**src/rtl/assert_macros.svh**
```systemverilog
// assertion helpers, clocked on clock and quiet while reset is high
`ifndef ASSERT_MACROS_SVH
`define ASSERT_MACROS_SVH

// condition holds on the same edge as the trigger
`define CHK_NOW(lbl, trig, cond) \
   lbl: assert property (@(posedge clock) disable iff (reset) (trig) |-> (cond)) \
      else $error("assertion failed: same-cycle check");

// condition holds on the edge after the trigger
`define CHK_NEXT(lbl, trig, cond) \
   lbl: assert property (@(posedge clock) disable iff (reset) (trig) |=> (cond)) \
      else $error("assertion failed: next-cycle check");

`endif

```
**src/rtl/cbtc_pkg.sv**
```systemverilog
package cbtc_pkg;

   // field widths
   localparam int CLOCK_W = 32;
   localparam int RATE_W  = 20;
   localparam int PRE_W   = 30;
   localparam int SEG1_W  = 4;
   localparam int SEG2_W  = 3;
   localparam int QPB_W   = 5;

   // quanta search range
   localparam logic [QPB_W-1:0] MAX_QUANTA = 5'd25;
   localparam logic [QPB_W-1:0] MIN_QUANTA = 5'd4;

   localparam logic [CLOCK_W-1:0] CLOCK_RESET = 32'd8000000;

   // serial divider: one quotient bit per cycle
   localparam int DIV_STEPS = CLOCK_W;
   localparam int CNT_W     = $clog2(DIV_STEPS + 1);

   typedef struct packed {
      logic               start;
      logic [CLOCK_W-1:0] dividend;
      logic [RATE_W-1:0]  divisor;
   } div_cmd_type;

   typedef struct packed {
      logic               done;
      logic [CLOCK_W-1:0] quotient;
      logic [RATE_W-1:0]  remainder;
   } div_rsp_type;

   // (n - 3) / 3 for n in 3..25, by multiply with 11/32
   function automatic logic [SEG2_W-1:0] seg2_of(input logic [QPB_W-1:0] n);
      logic [QPB_W-1:0] x;
      logic [8:0]       prod;
      x    = n - 5'd3;
      prod = 9'(x) * 9'd11;
      return prod[7:5];
   endfunction

   // (n - 3) - seg2
   function automatic logic [SEG1_W-1:0] seg1_of(input logic [QPB_W-1:0] n);
      logic [QPB_W-1:0] x;
      x = n - 5'd3;
      return x[SEG1_W-1:0] - SEG1_W'(seg2_of(n));
   endfunction

endpackage

```
**src/rtl/cbtc_if.sv**
```systemverilog
// request channel: one bit rate per word
interface cbtc_req_if;
   logic                       valid;
   logic                       ready;
   logic [cbtc_pkg::RATE_W-1:0] bit_rate;

   modport source (output valid, output bit_rate, input ready);
   modport sink   (input valid, input bit_rate, output ready);
endinterface

// response channel: timing result
interface cbtc_rsp_if;
   logic                        valid;
   logic                        ready;
   logic [cbtc_pkg::PRE_W-1:0]  prescaler_minus_one;
   logic [cbtc_pkg::SEG1_W-1:0] phase_seg1;
   logic [cbtc_pkg::SEG2_W-1:0] phase_seg2;
   logic [cbtc_pkg::QPB_W-1:0]  quanta_per_bit;
   logic                        error_flag;

   modport source (output valid, output prescaler_minus_one, output phase_seg1,
                   output phase_seg2, output quanta_per_bit, output error_flag,
                   input ready);
   modport sink   (input valid, input prescaler_minus_one, input phase_seg1,
                   input phase_seg2, input quanta_per_bit, input error_flag,
                   output ready);
endinterface

// register write channel: module clock in hertz
interface cbtc_csr_if;
   logic                         valid;
   logic                         ready;
   logic [cbtc_pkg::CLOCK_W-1:0] clock_hz;

   modport source (output valid, output clock_hz, input ready);
   modport sink   (input valid, input clock_hz, output ready);
endinterface

```
**src/rtl/cbtc_div.sv**
```systemverilog
`include "assert_macros.svh"

module cbtc_div (
   input  logic                  clock,
   input  logic                  reset,
   input  cbtc_pkg::div_cmd_type cmd,
   output cbtc_pkg::div_rsp_type rsp
);
   import cbtc_pkg::*;

   logic [CNT_W-1:0]   count_ff, count_in;
   logic [CLOCK_W-1:0] dvd_ff, dvd_in;
   logic [RATE_W-1:0]  dsr_ff, dsr_in;
   logic [RATE_W-1:0]  rem_ff, rem_in;
   logic               done_ff, done_in;
   logic [RATE_W+1:0]  diff;
   logic               fits;

   // one restoring step: shift in the next dividend bit, try the subtract
   always_comb begin
      diff = {1'b0, rem_ff, dvd_ff[CLOCK_W-1]} - {2'b00, dsr_ff};
      fits = ~diff[RATE_W+1];
   end

   always_comb begin
      count_in = count_ff;
      dvd_in   = dvd_ff;
      dsr_in   = dsr_ff;
      rem_in   = rem_ff;
      done_in  = 1'b0;
      if (cmd.start) begin
         count_in = CNT_W'(DIV_STEPS);
         dvd_in   = cmd.dividend;
         dsr_in   = cmd.divisor;
         rem_in   = '0;
      end else if (count_ff != '0) begin
         count_in = count_ff - CNT_W'(1);
         dvd_in   = {dvd_ff[CLOCK_W-2:0], fits};
         rem_in   = fits ? diff[RATE_W-1:0] : {rem_ff[RATE_W-2:0], dvd_ff[CLOCK_W-1]};
         done_in  = (count_ff == CNT_W'(1));
      end
   end

   // control state
   always_ff @(posedge clock) begin
      if (reset) begin
         count_ff <= '0;
         done_ff  <= 1'b0;
      end else begin
         count_ff <= count_in;
         done_ff  <= done_in;
      end
   end

   // datapath shift registers
   always_ff @(posedge clock) begin
      dvd_ff <= dvd_in;
      dsr_ff <= dsr_in;
      rem_ff <= rem_in;
   end

   assign rsp.done      = done_ff;
   assign rsp.quotient  = dvd_ff;
   assign rsp.remainder = rem_ff;

   `CHK_NOW(div_start_when_free, cmd.start, count_ff == '0)
   `CHK_NEXT(div_done_after_last, count_ff == CNT_W'(1) && !cmd.start, done_ff)

endmodule

```
**src/rtl/can_bit_timing_calculator_top.sv**
```systemverilog
// channel   port      dir  word
// request   req_bus   in   bit_rate
// response  rsp_bus   out  prescaler_minus_one, phase_seg1, phase_seg2,
//                          quanta_per_bit, error_flag
// register  csr_bus   in   clock_hz (always ready)
//
// one request at a time; each serial division yields one quotient bit a cycle
// clock / rate, then up to 22 trial divisions by 25 down to 4
// an exact divisor ends the search early; a zero clock or rate skips the divider and flags an error
// the response register holds a finished word while the next request is taken
// a second finished word waits in the last state until the response register drains
// reset is synchronous; clock_hz returns to 8000000
`include "assert_macros.svh"

module can_bit_timing_calculator_top (
   input logic      clock,
   input logic      reset,
   cbtc_req_if.sink   req_bus,
   cbtc_rsp_if.source rsp_bus,
   cbtc_csr_if.sink   csr_bus
);
   import cbtc_pkg::*;

   localparam logic [1:0] S_IDLE = 2'd0;
   localparam logic [1:0] S_QUOT = 2'd1;
   localparam logic [1:0] S_MOD  = 2'd2;
   localparam logic [1:0] S_FIN  = 2'd3;

   logic [1:0]         state_ff, state_in;
   logic [CLOCK_W-1:0] clock_ff;
   logic [CLOCK_W-1:0] quot_ff, quot_in;
   logic [QPB_W-1:0]   n_ff, n_in;
   logic [QPB_W-1:0]   chosen_ff, chosen_in;
   logic [CLOCK_W-1:0] pre_ff, pre_in;
   logic [RATE_W-1:0]  best_ff, best_in;

   logic               rsp_valid_ff, rsp_valid_in;
   logic [PRE_W-1:0]   rsp_pre_ff;
   logic [SEG1_W-1:0]  rsp_seg1_ff;
   logic [SEG2_W-1:0]  rsp_seg2_ff;
   logic [QPB_W-1:0]   rsp_qpb_ff;
   logic               rsp_err_ff;
   logic               load_out;
   logic               out_err;

   logic               req_fire;
   logic               out_free;
   logic [QPB_W-1:0]   rem;
   div_cmd_type        div_cmd;
   div_rsp_type        div_rsp;

   cbtc_div u_div (
      .clock (clock),
      .reset (reset),
      .cmd   (div_cmd),
      .rsp   (div_rsp)
   );

   assign req_bus.ready = (state_ff == S_IDLE);
   assign req_fire      = req_bus.valid & req_bus.ready;
   assign out_free      = ~rsp_valid_ff | rsp_bus.ready;
   assign rem           = div_rsp.remainder[QPB_W-1:0];
   assign csr_bus.ready = 1'b1;

   // clock register
   always_ff @(posedge clock) begin
      if (reset) begin
         clock_ff <= CLOCK_RESET;
      end else if (csr_bus.valid) begin
         clock_ff <= csr_bus.clock_hz;
      end
   end

   // sequencer: divide, then walk the quanta counts downward
   always_comb begin
      state_in          = state_ff;
      quot_in           = quot_ff;
      n_in              = n_ff;
      chosen_in         = chosen_ff;
      pre_in            = pre_ff;
      best_in           = best_ff;
      load_out          = 1'b0;
      div_cmd.start     = 1'b0;
      div_cmd.dividend  = clock_ff;
      div_cmd.divisor   = req_bus.bit_rate;
      case (state_ff)
         S_IDLE: begin
            if (req_fire) begin
               chosen_in = '0;
               best_in   = req_bus.bit_rate;
               if (req_bus.bit_rate == '0 || clock_ff == '0) begin
                  state_in = S_FIN;
               end else begin
                  div_cmd.start = 1'b1;
                  state_in      = S_QUOT;
               end
            end
         end
         S_QUOT: begin
            if (div_rsp.done) begin
               quot_in          = div_rsp.quotient;
               n_in             = MAX_QUANTA;
               div_cmd.start    = 1'b1;
               div_cmd.dividend = div_rsp.quotient;
               div_cmd.divisor  = RATE_W'(MAX_QUANTA);
               state_in         = S_MOD;
            end
         end
         S_MOD: begin
            if (div_rsp.done) begin
               // exact fit or a strictly smaller remainder wins
               if (RATE_W'(rem) < best_ff) begin
                  best_in   = RATE_W'(rem);
                  chosen_in = n_ff;
                  pre_in    = div_rsp.quotient;
               end
               if (rem == '0 || n_ff == MIN_QUANTA) begin
                  state_in = S_FIN;
               end else begin
                  n_in             = n_ff - QPB_W'(1);
                  div_cmd.start    = 1'b1;
                  div_cmd.dividend = quot_ff;
                  div_cmd.divisor  = RATE_W'(n_ff - QPB_W'(1));
               end
            end
         end
         S_FIN: begin
            if (out_free) begin
               load_out = 1'b1;
               state_in = S_IDLE;
            end
         end
         default: begin
            state_in = S_IDLE;
         end
      endcase
   end

   always_ff @(posedge clock) begin
      if (reset) begin
         state_ff <= S_IDLE;
      end else begin
         state_ff <= state_in;
      end
   end

   always_ff @(posedge clock) begin
      quot_ff   <= quot_in;
      n_ff      <= n_in;
      chosen_ff <= chosen_in;
      pre_ff    <= pre_in;
      best_ff   <= best_in;
   end

   // response register
   assign out_err = (chosen_ff == '0) || (pre_ff == '0);

   always_comb begin
      rsp_valid_in = rsp_valid_ff;
      if (load_out) begin
         rsp_valid_in = 1'b1;
      end else if (rsp_bus.ready) begin
         rsp_valid_in = 1'b0;
      end
   end

   always_ff @(posedge clock) begin
      if (reset) begin
         rsp_valid_ff <= 1'b0;
      end else begin
         rsp_valid_ff <= rsp_valid_in;
      end
   end

   always_ff @(posedge clock) begin
      if (load_out) begin
         rsp_err_ff <= out_err;
         if (out_err) begin
            rsp_pre_ff  <= '0;
            rsp_seg1_ff <= '0;
            rsp_seg2_ff <= '0;
            rsp_qpb_ff  <= '0;
         end else begin
            rsp_pre_ff  <= PRE_W'(pre_ff - CLOCK_W'(1));
            rsp_seg1_ff <= seg1_of(chosen_ff);
            rsp_seg2_ff <= seg2_of(chosen_ff);
            rsp_qpb_ff  <= chosen_ff;
         end
      end
   end

   assign rsp_bus.valid               = rsp_valid_ff;
   assign rsp_bus.prescaler_minus_one = rsp_pre_ff;
   assign rsp_bus.phase_seg1          = rsp_seg1_ff;
   assign rsp_bus.phase_seg2          = rsp_seg2_ff;
   assign rsp_bus.quanta_per_bit      = rsp_qpb_ff;
   assign rsp_bus.error_flag          = rsp_err_ff;

   `CHK_NEXT(top_busy_after_accept, req_fire, state_ff != S_IDLE)
   `CHK_NOW(top_div_done_in_search, div_rsp.done, state_ff == S_QUOT || state_ff == S_MOD)
   `CHK_NOW(top_err_clears_fields, rsp_valid_ff && rsp_err_ff, rsp_qpb_ff == '0 && rsp_pre_ff == '0)
   `CHK_NOW(top_qpb_in_range, rsp_valid_ff && !rsp_err_ff, rsp_qpb_ff >= MIN_QUANTA && rsp_qpb_ff <= MAX_QUANTA)

endmodule
```
**src/flat_wrapper.sv**
```systemverilog
// flat-port wrapper written by rule: the top's interface ports become plain ports
module can_bit_timing_calculator_top_flat import cbtc_pkg::*;
  (clock, reset, req_bus_valid, req_bus_bit_rate, req_bus_ready, rsp_bus_valid, rsp_bus_prescaler_minus_one, rsp_bus_phase_seg1, rsp_bus_phase_seg2, rsp_bus_quanta_per_bit, rsp_bus_error_flag, rsp_bus_ready, csr_bus_valid, csr_bus_clock_hz, csr_bus_ready);
  cbtc_req_if req_bus_i ();
  cbtc_rsp_if rsp_bus_i ();
  cbtc_csr_if csr_bus_i ();
  input logic clock;
  input logic reset;
  input wire logic [$bits(req_bus_i.valid)-1:0] req_bus_valid;
  input wire logic [$bits(req_bus_i.bit_rate)-1:0] req_bus_bit_rate;
  output wire logic [$bits(req_bus_i.ready)-1:0] req_bus_ready;
  output wire logic [$bits(rsp_bus_i.valid)-1:0] rsp_bus_valid;
  output wire logic [$bits(rsp_bus_i.prescaler_minus_one)-1:0] rsp_bus_prescaler_minus_one;
  output wire logic [$bits(rsp_bus_i.phase_seg1)-1:0] rsp_bus_phase_seg1;
  output wire logic [$bits(rsp_bus_i.phase_seg2)-1:0] rsp_bus_phase_seg2;
  output wire logic [$bits(rsp_bus_i.quanta_per_bit)-1:0] rsp_bus_quanta_per_bit;
  output wire logic [$bits(rsp_bus_i.error_flag)-1:0] rsp_bus_error_flag;
  input wire logic [$bits(rsp_bus_i.ready)-1:0] rsp_bus_ready;
  input wire logic [$bits(csr_bus_i.valid)-1:0] csr_bus_valid;
  input wire logic [$bits(csr_bus_i.clock_hz)-1:0] csr_bus_clock_hz;
  output wire logic [$bits(csr_bus_i.ready)-1:0] csr_bus_ready;
  assign req_bus_i.valid = req_bus_valid;
  assign req_bus_i.bit_rate = req_bus_bit_rate;
  assign req_bus_ready = req_bus_i.ready;
  assign rsp_bus_valid = rsp_bus_i.valid;
  assign rsp_bus_prescaler_minus_one = rsp_bus_i.prescaler_minus_one;
  assign rsp_bus_phase_seg1 = rsp_bus_i.phase_seg1;
  assign rsp_bus_phase_seg2 = rsp_bus_i.phase_seg2;
  assign rsp_bus_quanta_per_bit = rsp_bus_i.quanta_per_bit;
  assign rsp_bus_error_flag = rsp_bus_i.error_flag;
  assign rsp_bus_i.ready = rsp_bus_ready;
  assign csr_bus_i.valid = csr_bus_valid;
  assign csr_bus_i.clock_hz = csr_bus_clock_hz;
  assign csr_bus_ready = csr_bus_i.ready;
  can_bit_timing_calculator_top u_core (.clock(clock), .reset(reset), .req_bus(req_bus_i), .rsp_bus(rsp_bus_i), .csr_bus(csr_bus_i));
endmodule
```
**config.mk**
```make
export PLATFORM = sky130hd
export DESIGN_NAME = can_bit_timing_calculator_top_flat
export DESIGN_NICKNAME = d
export VERILOG_FILES = /design/src/rtl/cbtc_pkg.sv /design/src/rtl/cbtc_if.sv /design/src/rtl/cbtc_div.sv /design/src/rtl/can_bit_timing_calculator_top.sv /design/src/flat_wrapper.sv
export VERILOG_INCLUDE_DIRS = /design/src /design/src/rtl
export SDC_FILE = /design/constraint.sdc
export NUM_CORES = 1
export LEC_CHECK = 0
export BUFFER_PORTS_ARGS = -buffer_cell sky130_fd_sc_hd__buf_2
export CORE_ASPECT_RATIO = 1.4
export CORE_MARGIN = 2
export CORE_UTILIZATION = 45
export DETAILED_ROUTE_END_ITERATION = 10
export PLACE_DENSITY = 0.7
export SLEW_MARGIN = 15
export SYNTH_ARGS = -nofsm -noshare
export SYNTH_HDL_FRONTEND = slang
export SYNTH_HIERARCHICAL = 1
export SYNTH_SLANG_ARGS = --single-unit
```
**constraint.sdc**
```tcl
create_clock -name clock -period 9.5 [get_ports clock]
set_clock_uncertainty 0.1 [all_clocks]
set_input_delay 0.95 -clock clock [delete_from_list [all_inputs] [get_ports clock]]
set_output_delay 0.95 -clock clock [all_outputs]
set_load 0.03 [all_outputs]
```
---- Yosys cells after proc, flatten, opt, wreduce, memory -nomap -nowiden ----
Index checks and enable logic that the tools add are counted.
storage, ports and cells
  flip-flop bits (word level) ............. 251
  logic and storage cells ................. 103
operators by class
  add/sub/neg operators ................... 7
  multipliers ............................. 1
  magnitude comparators ................... 1
  equal/unequal tests ..................... 13
  muxes and demuxes ....................... 35
  bitwise logic cells ..................... 5
  reduce and logical (&&, ||, !) cells .... 22
operators with widths
  operator               count
  $mux 53                3
  $pmux 52 s2            1
  $mux 20                4
  $logic_not 32->1       2
  $mux 32                2
  $pmux 20 s2            1
  $mux 5                 6
  $sub 30x1->30 const B  1
  $sub 21x20->22         1
  $logic_not 20->1       1
  $lt 5x20->1            1
  $pmux 5 s2             2
  $mux 2                 6
  $mux 6                 2
  $logic_not 5->1        2
  $mul 5x4->8 const B    1
  $ne 2x2->1 const B     4
  $pmux 2 s4             1
  $reduce_and 4->1       2
  $reduce_bool 2->1      4
  $eq 6x1->1 const B     1
  $mux 1                 6
  $ne 2x1->1 const B     3
  $reduce_bool 6->1      1
  other kinds (20)       26

---- Longest topological paths before layout ----
  depth in word-level cells ............... 7
  mapped depth ............................ 16

---- Hierarchy ----
Netlist, hierarchy kept.
by module, submodules not included
  module                         instances  cells each  area an instance (µm²)
  can_bit_timing_calculator_top  1          687         8160.3
  cbtc_div                       1          429         4485.6

---- Worst setup path before layout ----
Ideal clock, no wire load.
  kind .................................... input to register
  start ................................... input req_bus_bit_rate[19]
  end ..................................... register u_core.u_div.dvd_ff[0] (enable)
  setup time .............................. 387 ps
  data arrival time ....................... 3500 ps
  required time ........................... 9013 ps
  slack ................................... 5513 ps
  stages .................................. 8
  cells stage by stage .................... nor4_1 -> and3_1 -> a311oi_1 -> a32o_1 -> clkbuf_1 -> clkbuf_1 -> nor2_1 -> inv_1
RTL lines
  what                  RTL line            source
  start, declared       flat_wrapper.sv:10  input wire logic [$bits(req_bus_i.bit_rate)-1:0] req_bus_bit_rate;
  end signal, assigned  cbtc_div.sv:57      dvd_ff <= dvd_in;
  end, declared         cbtc_div.sv:12      logic [CLOCK_W-1:0] dvd_ff, dvd_in;

---- Final worst setup path ----
  start ................................... register u_core.chosen_ff[0]
  end ..................................... register u_core.rsp_seg1_ff[3], in the netlist u_core/rsp_bus.phase_seg1[3], data pin
on the way
  cells in the longest elaborated chain, start to end .. 3
  elaborated cells on any way between the ends .. 5
  those cells by class .................... add/sub (2); mul (1); reduce/logical (2)
ends and longest elaborated chain
  what                    RTL line                              source
  start, declared         can_bit_timing_calculator_top.sv:33   logic [QPB_W-1:0] chosen_ff, chosen_in;
  start signal, assigned  can_bit_timing_calculator_top.sv:150  chosen_ff <= chosen_in;
  $sub 5x2->5             cbtc_pkg.sv:45                        x = n - 5'd3;
  $mul 5x4->8             cbtc_pkg.sv:38                        prod = 9'(x) * 9'd11;
  $sub 4x3->4             cbtc_pkg.sv:46                        return x[SEG1_W-1:0] - SEG1_W'(seg2_of(n));
  end signal, assigned    can_bit_timing_calculator_top.sv:185  rsp_seg1_ff <= seg1_of(chosen_ff);
  end, declared           can_bit_timing_calculator_top.sv:39   logic [SEG1_W-1:0] rsp_seg1_ff;
Several ways; a longest one is shown, not always the timed one.
A chain may end at the register's enable or synchronous reset.

==> run summary <==
status -> finished, final reports clean
Clock Sinks -> 251
Slew @ Worst Pin -> 1030 ps
maximum clock frequency -> 0.251 GHz
Worst Hold Depth -> 2
Final TNS setup -> 0 ps
placed cell area -> 13400 sq um
global placer's final weighted congestion -> 0.898
die height -> 202 um
post-synth design cell area -> 12600 sq um
Initial Utilization -> 45.7%
fin nets -> 1312
total of max-cap violations -> 0
TritonRoute pass-1 iters -> 8
post-synth net total -> 1227
drt drc -> 0
Overall Global Routing Usage -> 19.2%
post-route ant nets -> 0
share of power burned in registers -> 34.8%
Slew HR -> 31.3%
worst r2r dst -> u_core/rsp_bus.phase_seg1[3]$_SDFFCE_PP0P_
most common cell after layout, fill and taps aside -> edfxtp_1
library cells used by synthesis -> 86
Synth async-reset ratio -> 0%
# IOs -> 103
hold path endpoint -> u_core/u_div/rem_ff[9]$_SDFFE_PP0N_
switching power -> 0.00209 W
largest fanout on the critical path -> 4
WP data arrival -> 4160 ps
top cells by area, synth -> edfxtp_1 (45%), dfxtp_1 (9.8%), ha_1 (5.0%)
synth warn -> 6
FF-to-FF path depth -> 16
Routed WL -> 28.6 mm
number of flops mapped to enable cells by yosys -> 189
postcts setup bufs -> 0
switch share -> 39.2%
Layout area overhead -> 12.9%
average size of a mapped cell -> 11.3 sq um
antenna violations before repair -> 0
die span in x -> 146 um
leak pwr -> 5.69 nW
PwrDens -> 373 nW/um^2
DR vias -> 8979
Tmin final -> 3990 ps
clock buffer count from CTS -> 25
Worst Hold Launch -> u_core/u_div/rem_ff[8]$_SDFFE_PP0N_
root buf cell -> clkbuf_16
Clock Pin Slew Worst Setup and Hold Paths -> 60 ps
Fin Hold WS -> 398 ps
multi-input logic area -> 5170 sq um
count of final hold-check violations -> 0
Final Max Slew Viols -> 0
Peak VDD IR -> 0.289 mV
diode count -> 0
H-tree depth -> 1
Hold Buf Count CTS -> 0
fraction of layout instances using a drive strength above 1 -> 18.4%
post-synthesis cell count -> 1116
Final Util -> 51.6%
fillers -> 2464
Worst-Skew Late Latency -> 540 ps
global-route wire length before repair -> 46.2 mm
Vias/cell -> 5.65
drt wl/cell -> 18.0 um
CTS tree -> built
share of the synthesized area in the top cell type -> 44.9%
min-delay worst type -> reg -> reg
Comb power frac -> 46.8%
most frequent cells in the layout -> edfxtp_1 (189), nor2_1 (112), buf_2 (101)
fin crit share -> 42.0%
clock share of power -> 18.4%
initial DRC count -> 912
FP Rows -> 72
Final Setup Violations -> 0
HPWL after detailed placement -> 20.3 mm
register area share after synthesis -> 54.7%
PnR worst setup slack -> 5510 ps
RSZ-0062 raised after global routing -> no
register area -> 6920 sq um
Die ar. -> 29500 sq um
r2r startpoint -> u_core/chosen_ff[0]$_SDFFCE_PN0P_
Final Cell Area -> 14300 sq um
crit end category -> register
Remaining Overflow, GRT -> 0
CP Launch Type -> register
largest net degree at the start of global routing -> 75
R2R setup slack -> 5510 ps
number of global-route vias before repair -> 8726
worst setup path category -> reg -> reg
CP required -> 9670 ps
Placeable Area -> 27700 sq um
CTS resizes -> 0
Internal -> 0.00323 W
Clock Tree Buf Depth -> 3
Buffers on Ports -> 101
Yosys top cell by area -> edfxtp_1
Setup WS pre-CTS -> 5530 ps
Yosys reg bits -> 251
Post-synth top flop -> edfxtp_1
## kinds of logic (layout without fill, tap and decap cells)
group | after synthesis | in the layout | share of synthesized area (%)
simple gates | 372 | 372 | 15.0
flops | 251 | 251 | 54.7
compound gates | 192 | 192 | 11.5
buf+inv | 139 | 243 | 4.75
mux | 63 | 63 | 5.37
fa+ha+maj | 54 | 54 | 5.52
xor+xnor | 44 | 44 | 3.05
other cells | 1 | 1 | 0.0297
## stage by stage
stage / total power, W / instances
detailed placement: 0.00432 / 1543
global placement: 0.00426 / 1543
global route: 0.00573 / 1590
floorplan: 0.00374 / 1116
CTS: 0.00532 / 1589
finish: 0.00532 / 1590
## critical path, cell delays in order (launching register included)
cell      delay (ps)
edfxtp_1         440
ha_1             260
xnor2_1          340
ha_1             220
inv_1             50
fa_1             470
inv_1             40
ha_1             290
a21oi_1          180
nand2_1           80
a21oi_1          170
xor2_1           270
ha_1             290
a21o_1           160
a21oi_1          160
xnor2_1          140
nor2_1            60
## layer usage
layer  track usage, %  routed length [um]  vias to the layer above
met3             2.42                1590                       51
met4             6.48                 807                        0
met1             25.7               12300                     4318
met5                0                   0                        -
met2             32.3               13800                      306
li1                 -                   -                     4304
## worst max path at each step
stage	startpoint	endpoint	slack, ps	depth (start not counted)
after floorplan	req_bus_bit_rate[19]	u_core/u_div/dvd_ff[0]$_DFFE_PP_	5510	8
after global placement	u_core/chosen_ff[0]$_SDFFCE_PN0P_	u_core/rsp_bus.phase_seg1[3]$_SDFFCE_PP0P_	5620	16
after detailed placement	u_core/state_ff[0]$_SDFFE_PP0P_	u_core/u_div/dvd_ff[14]$_DFFE_PP_	5530	9
after CTS	u_core/state_ff[0]$_SDFFE_PP0P_	u_core/u_div/dvd_ff[19]$_DFFE_PP_	5520	9
after global routing	u_core/chosen_ff[0]$_SDFFCE_PN0P_	u_core/rsp_bus.phase_seg1[3]$_SDFFCE_PP0P_	5250	16
final	u_core/chosen_ff[0]$_SDFFCE_PN0P_	u_core/rsp_bus.phase_seg1[3]$_SDFFCE_PP0P_	5510	16
## power by group through the flow
stage               Combinational [W]  Sequential, W  Clock [W]
floorplan                     0.00192        0.00182          0
global placement              0.00240        0.00186          0
detailed placement            0.00245        0.00187          0
CTS                           0.00247        0.00185    0.00100
global route                  0.00280        0.00188    0.00104
finish                        0.00249        0.00185   0.000981
## synthesized netlist by cell type, drive strengths merged (11+ instances only)
cell    count
nand4      15
buf        26
nor3       28
and2       12
edfxtp    189
mux2       36
nor4       26
nor2b      25
nand3      11
dfxtp      62
clkbuf     26
a21oi      43
o21ai      35
mux2i      27
a222oi     31
xor2       21
ha         51
xnor2      23
nor2      115
inv        87
nand2      93
## layout make-up
cell class              count  area share (%)
flip-flops and latches    251            48.5
multi-input cells         726            36.2
clock buffers              30            4.51
repair buffers            110            4.07
well taps                 370            3.24
inverters                  87            2.29
clock inverters            16            1.19
## registers in the layout, summed over array words and instances (netlist names)
register / cells
u_core/quot_ff: 32
u_core/u_div/rem_ff: 20
u_core/u_div/count_ff: 6
u_core/rsp_bus.quanta_per_bit: 5
u_core/chosen_ff: 5
u_core/rsp_bus.phase_seg2: 3
u_core/clock_ff: 32
u_core/pre_ff: 32
u_core/rsp_bus.valid: 1
u_core/n_ff: 5
u_core/u_div/done_ff: 1
u_core/rsp_bus.prescaler_minus_one: 30
u_core/u_div/dsr_ff: 20
u_core/state_ff: 2
u_core/u_div/dvd_ff: 32
u_core/rsp_bus.error_flag: 1
u_core/best_ff: 20
u_core/rsp_bus.phase_seg1: 4
No activity file was read; power rests on OpenSTA's default activity.
